**src/rtl/sdrs_pkg.sv**
```systemverilog
`timescale 1ns / 1ps
// ----------------------------------------------------------------------------
// sdrs_pkg
// shared types and constants of the scan disk request scheduler
// ----------------------------------------------------------------------------
package sdrs_pkg;

  localparam int CYL_W      = 8;
  localparam int CLK_W      = 31;
  localparam int SUM_W      = 32;
  localparam int ORD_W      = 32;
  localparam int LIMIT_W    = 10;
  localparam int CFG_IDX_W  = 1;
  localparam int CFG_DATA_W = 10;

  localparam int DEF_TABLE_DEPTH   = 512;
  localparam int DEF_LAST_CYLINDER = 255;

  localparam logic [LIMIT_W-1:0] DEF_QUEUE_LIMIT = 10'd128;
  localparam logic [CYL_W-1:0]   DEF_START_HEAD  = 8'd53;

  localparam logic [CLK_W-1:0] CLOCK_MAX = {CLK_W{1'b1}};
  localparam logic [SUM_W-1:0] SUM_MAX   = {SUM_W{1'b1}};

  typedef enum logic {
    CMD_SUBMIT = 1'b0,
    CMD_DRAIN  = 1'b1
  } cmd_t;

  typedef enum logic [CFG_IDX_W-1:0] {
    REG_QUEUE_LIMIT = 1'b0,
    REG_START_HEAD  = 1'b1
  } reg_idx_t;

  // one pending request as held in the table memory
  typedef struct packed {
    logic [CYL_W-1:0] cyl;
    logic [CLK_W-1:0] arrival;
    logic [ORD_W-1:0] order;
  } slot_t;

  // request chosen for service and the arm direction afterwards
  typedef struct packed {
    logic [CYL_W-1:0] cyl;
    logic [CLK_W-1:0] arrival;
    logic             moving_right;
  } pick_t;

  typedef enum logic [3:0] {
    S_IDLE,
    S_SCAN,
    S_DECIDE,
    S_CLOCK,
    S_WAIT,
    S_STATS,
    S_MOVE_WR,
    S_INSERT,
    S_DONE
  } state_t;

endpackage

```
**src/rtl/sdrs_select.sv**
```systemverilog
`timescale 1ns / 1ps
// ----------------------------------------------------------------------------
// sdrs_select
// keeps the best candidate at, below and above the head during a table scan
// and picks the request to serve with its arm movement cost
// ----------------------------------------------------------------------------
module sdrs_select
  import sdrs_pkg::*;
#(
  parameter int LAST_CYLINDER = DEF_LAST_CYLINDER,
  parameter int IDX_W         = 9,
  localparam int COST_W       = $clog2(2 * LAST_CYLINDER + 256 + 1)
) (
  input  logic              clk,
  input  logic              rst_n,
  input  logic              clear,
  input  logic              ent_vld,
  input  slot_t             ent,
  input  logic [IDX_W-1:0]  ent_idx,
  input  logic [CYL_W-1:0]  head,
  input  logic [ORD_W-1:0]  seq,
  input  logic              moving_right,
  output pick_t             pick,
  output logic [IDX_W-1:0]  pick_idx,
  output logic [COST_W-1:0] pick_cost
);

  logic             here_vld_r, below_vld_r, above_vld_r;
  logic [ORD_W-1:0] here_age_r, below_age_r, above_age_r;
  logic [CLK_W-1:0] here_arr_r, below_arr_r, above_arr_r;
  logic [IDX_W-1:0] here_idx_r, below_idx_r, above_idx_r;
  logic [CYL_W-1:0] below_cyl_r, above_cyl_r;

  logic [ORD_W-1:0] ent_age;
  logic             here_upd, below_upd, above_upd;

  assign ent_age = seq - ent.order;

  // at head: oldest; below: nearest then newest; above: nearest then oldest
  assign here_upd  = ent_vld && (ent.cyl == head) &&
                     (!here_vld_r || (ent_age > here_age_r));
  assign below_upd = ent_vld && (ent.cyl < head) &&
                     (!below_vld_r || (ent.cyl > below_cyl_r) ||
                      ((ent.cyl == below_cyl_r) && (ent_age < below_age_r)));
  assign above_upd = ent_vld && (ent.cyl > head) &&
                     (!above_vld_r || (ent.cyl < above_cyl_r) ||
                      ((ent.cyl == above_cyl_r) && (ent_age > above_age_r)));

  always_ff @(posedge clk) begin
    if (!rst_n || clear) begin
      here_vld_r  <= 1'b0;
      below_vld_r <= 1'b0;
      above_vld_r <= 1'b0;
    end else begin
      if (here_upd)  here_vld_r  <= 1'b1;
      if (below_upd) below_vld_r <= 1'b1;
      if (above_upd) above_vld_r <= 1'b1;
    end
  end

  always_ff @(posedge clk) begin
    if (here_upd) begin
      here_age_r <= ent_age;
      here_arr_r <= ent.arrival;
      here_idx_r <= ent_idx;
    end
    if (below_upd) begin
      below_age_r <= ent_age;
      below_arr_r <= ent.arrival;
      below_idx_r <= ent_idx;
      below_cyl_r <= ent.cyl;
    end
    if (above_upd) begin
      above_age_r <= ent_age;
      above_arr_r <= ent.arrival;
      above_idx_r <= ent_idx;
      above_cyl_r <= ent.cyl;
    end
  end

  logic [COST_W-1:0] edge_cost;
  logic [CYL_W-1:0]  move_dist;
  logic              take_here, take_above;

  always_comb begin
    edge_cost         = '0;
    pick.moving_right = moving_right;
    take_here         = 1'b0;
    take_above        = 1'b0;
    if (here_vld_r) begin
      take_here = 1'b1;
    end else if (!below_vld_r) begin
      // nothing on the left: bounce off cylinder 0 if sweeping left
      if (!moving_right) begin
        edge_cost = COST_W'(head) + COST_W'(head);
      end
      pick.moving_right = 1'b1;
      take_above        = 1'b1;
    end else if (!above_vld_r) begin
      // nothing on the right: bounce off the last cylinder
      if (moving_right) begin
        if (COST_W'(head) < COST_W'(LAST_CYLINDER)) begin
          edge_cost = (COST_W'(LAST_CYLINDER) - COST_W'(head)) << 1;
        end
      end
      pick.moving_right = 1'b0;
    end else begin
      take_above = moving_right;
    end

    if (take_here) begin
      pick.cyl     = head;
      pick.arrival = here_arr_r;
      pick_idx     = here_idx_r;
    end else if (take_above) begin
      pick.cyl     = above_cyl_r;
      pick.arrival = above_arr_r;
      pick_idx     = above_idx_r;
    end else begin
      pick.cyl     = below_cyl_r;
      pick.arrival = below_arr_r;
      pick_idx     = below_idx_r;
    end

    move_dist = (pick.cyl >= head) ? (pick.cyl - head) : (head - pick.cyl);
    pick_cost = edge_cost + COST_W'(move_dist);
  end

endmodule
```
**config.mk**
```make
export PLATFORM = sky130hd
export DESIGN_NAME = sdrs_select
export DESIGN_NICKNAME = d
export VERILOG_FILES = /design/src/rtl/sdrs_pkg.sv /design/src/rtl/sdrs_select.sv
export SDC_FILE = /design/constraint.sdc
export NUM_CORES = 1
export LEC_CHECK = 0
export ABC_CLOCK_PERIOD_IN_PS = 29600
export BUFFER_PORTS_ARGS = -buffer_cell sky130_fd_sc_hd__buf_2
export CELL_PAD_IN_SITES_DETAIL_PLACEMENT = 0
export CELL_PAD_IN_SITES_GLOBAL_PLACEMENT = 1
export CORE_ASPECT_RATIO = 0.6
export CORE_MARGIN = 4
export CORE_UTILIZATION = 40
export CTS_BUF_LIST = sky130_fd_sc_hd__clkbuf_16
export DETAILED_ROUTE_END_ITERATION = 7
export GPL_TIMING_DRIVEN = 0
export PLACE_DENSITY_LB_ADDON = 0.12
export SYNTH_ARGS = -nofsm -noshare
export SYNTH_HDL_FRONTEND = slang
export SYNTH_SLANG_ARGS = --single-unit
```
**constraint.sdc**
```tcl
create_clock -name clk -period 29.6 [get_ports clk]
set_input_delay 5.92 -clock clk [delete_from_list [all_inputs] [get_ports clk]]
set_output_delay 5.92 -clock clk [all_outputs]
set_load 0.02 [all_outputs]
```
==> flow_summary.yaml <==
floorplanning:
  die_h_um: 152
  start_util: 0.409
  row_count: 52
  die_w_um: 248
  core_um2: 33900
  die_area_um2: 37800
  top_level_ports: 184
layout:
  final_core_utilization: 0.481
  drive_gt1_frac: 0.169
  layout.nets: 1757
  final_cell_count_no_fill: 1931
  area_delta_synth_final_pct: 17.8
  fin_area_um2: 16300
  num_antenna_cells: 0
sta:
  hold_ws_ps: 551
  tightest_slew_ps: 905
  slew_viol_final: 0
  setup_viol: 0
  fin_crit_ps: 16920
  max_freq_ghz: 0.0591
  relSlewSlack: 0.395
  post-route-period-util: 0.571
  grt_setup_unrepaired: "no"
  worst_slack_ps: 12680
  fin_skew_ps: 9.40
  tns_ps: 0
  hold_viol: 0
yosys:
  synth_nets: 1539
  ys_seq_area_frac: 0.507
  async_flop_share: 0
  ys.flop_type: "edfxtp_1"
  yosys-top-cells-area: "edfxtp_1, ha_1, inv_1"
  synthDistinctLibCells: 61
  synth_top_area_frac: 0.503
  syn_inst: 1238
  synth-edff-count: 232
  yosysTopAreaCell: "edfxtp_1"
  synth_most_common_cell: "edfxtp_1"
  netlist_area_um2: 13900
  ys_warn_count: 0
  synth_common_cells: "edfxtp_1, inv_1, ha_1"
  syn_area_per_cell_um2: 11.2
  yosys_register_bits: 235
clocking:
  cts.sinks: 235
  cts_resized: 0
  cts-root-buf: "clkbuf_16"
  cts_tree: "yes"
  ctsLongestPathBuffers: 3
  cts_max_level: 1
  path_clk_slew_ps: 60
  clk-insertion-delay-late_ps: 530
  post_cts_buffers: 0
  numCtsBuffers: 24
  cts_hold_buffers: 0
power:
  p_total_mw: 0.929
  powerDensity_nw_per_um2: 56.9
  vdd_drop_max_uv: 39.3
  p_leak_nw: 7.07
global_route:
  met3_usage: 0.0267
  use_met1: 0.263
  grtUsageMet2: 0.255
  grt_first_pass_wirelength_um: 51200
  grt_start_max_net_pins: 25
  grt_usage: 0.169
  antenna_found_initial: 2
  grt_overflow: 0
  busiest_layer: "met1"
  first_global_vias: 9289
worst_setup_path:
  slowest_stage: "clkbuf_1"
  critPathTopFamily: "compound AO/OA/AOI/OAI gates"
  endpoint_kind: "primary output"
  path_cells: "buf_2, a21oi_1, clkbuf_1, nor2_1, a21oi_1, o21a_1, inv_1, ha_1, clkbuf_1, nand4_1, nor2_1, a2111oi_0, a21oi_2, mux2_2, ha_1, fa_1, a21oi_1, nor2_1, nor2_1, o21bai_1, a21oi_1, nor2b_1, o21a_1, buf_2"
  startpoint_type: "primary input"
  critPathRequiredTime_ps: 23680
  cp_max_fo: 10
  path_buf_inv: 5
  max_stage_delay_ps: 590
  arrival_ps: 11000
  worstSetupPathType: "primary input to primary output"
drt:
  vias_per_cell: 4.96
  dr.pass1.iters: 4
  vias: 9584
  drc: 0
  drt-initial-drc-count: 457
  wl_um: 32300
  ant_nets: 0
  route.detailed.wl_per_inst_um: 16.7
placement:
  gp_congestion: 0.788
  port_buffers: 183
  place_inst: 1889
  dp_slack_ps: 12670
  placed_cell_area_um2: 15600
  dp_hpwl_um: 24700
run_status:
  status: "completed"
job:
  maxCapViolations: 0
min_path:
  hold_class: "register to register"
-- placed cells by master (no fill, tap or decap), types with 3 or more instances in the layout --
master / count
a2111oi_0: 3
a211o_1: 3
a211oi_1: 12
a21o_1: 46
a21oi_1: 96
a31oi_1: 6
and4_1: 3
buf_12: 6
buf_16: 3
buf_2: 187
clkbuf_1: 16
clkbuf_16: 24
clkbuf_2: 3
clkinv_1: 6
clkinv_2: 4
dfxtp_1: 3
edfxtp_1: 232
fa_1: 4
ha_1: 172
inv_1: 182
mux2i_1: 48
nand2_1: 75
nand2b_1: 7
nand3_1: 13
nand4_1: 26
nor2_1: 56
nor2b_1: 14
nor3_1: 9
nor4_1: 6
o211ai_1: 7
o21a_1: 14
o21ai_0: 89
o21bai_1: 10
o31ai_1: 4
or2_2: 3
xnor2_1: 23
xor2_1: 17
-- where the power goes --
part | switching (mW) | internal [mW]
Sequential | 0.00439 | 0.395
Clock | 0.125 | 0.164
Combinational | 0.146 | 0.0939
Total | 0.276 | 0.653
-- logic make-up after synthesis --
family | after synthesis | synth area share
simple gates | 221 | 0.0752
fa+ha+maj | 176 | 0.161
compound gates | 311 | 0.137
mux | 49 | 0.0355
flops | 235 | 0.507
xor+xnor | 40 | 0.0253
buf+inv | 206 | 0.0582
-- area by class of cell --
cell class              count  area [µm²]
plain buffers              28         138
clock buffers              24         601
clock inverters            18         141
fillers                  3168       17600
inverters                 178         668
multi-input cells         797        6050
flip-flops and latches    235        7030
well taps                 459         574
repair buffers            192        1120
-- registers in the layout (all words and copies together), names as in the netlist --
| register | count |
|---|---|
| above_age_r | 32 |
| above_arr_r | 31 |
| above_cyl_r | 8 |
| above_idx_r | 9 |
| above_vld_r | 1 |
| below_age_r | 32 |
| below_arr_r | 31 |
| below_cyl_r | 8 |
| below_idx_r | 9 |
| below_vld_r | 1 |
| here_age_r | 32 |
| here_arr_r | 31 |
| here_idx_r | 9 |
| here_vld_r | 1 |
-- worst paths after layout --
path	from	to	slack (ps)	cells past startpoint
worst max-delay path	moving_right	pick_cost[9]	12680	24
worst min register to register	above_vld_r$_SDFFE_PP0P_	above_vld_r$_SDFFE_PP0P_	550	1
worst max register to register	below_cyl_r[3]$_DFFE_PP_	below_arr_r[11]$_DFFE_PP_	25930	11
worst min-delay path	above_vld_r$_SDFFE_PP0P_	above_vld_r$_SDFFE_PP0P_	550	1
-- routing by layer --
layer  wire length [µm]  vias to the layer above
li1                   -                     4930
met1              16800                     4470
met2              13900                      150
met3               1300                       32
met4                340                        2
met5                 13                        -
Note: power is estimated with default switching activity, not from simulation.
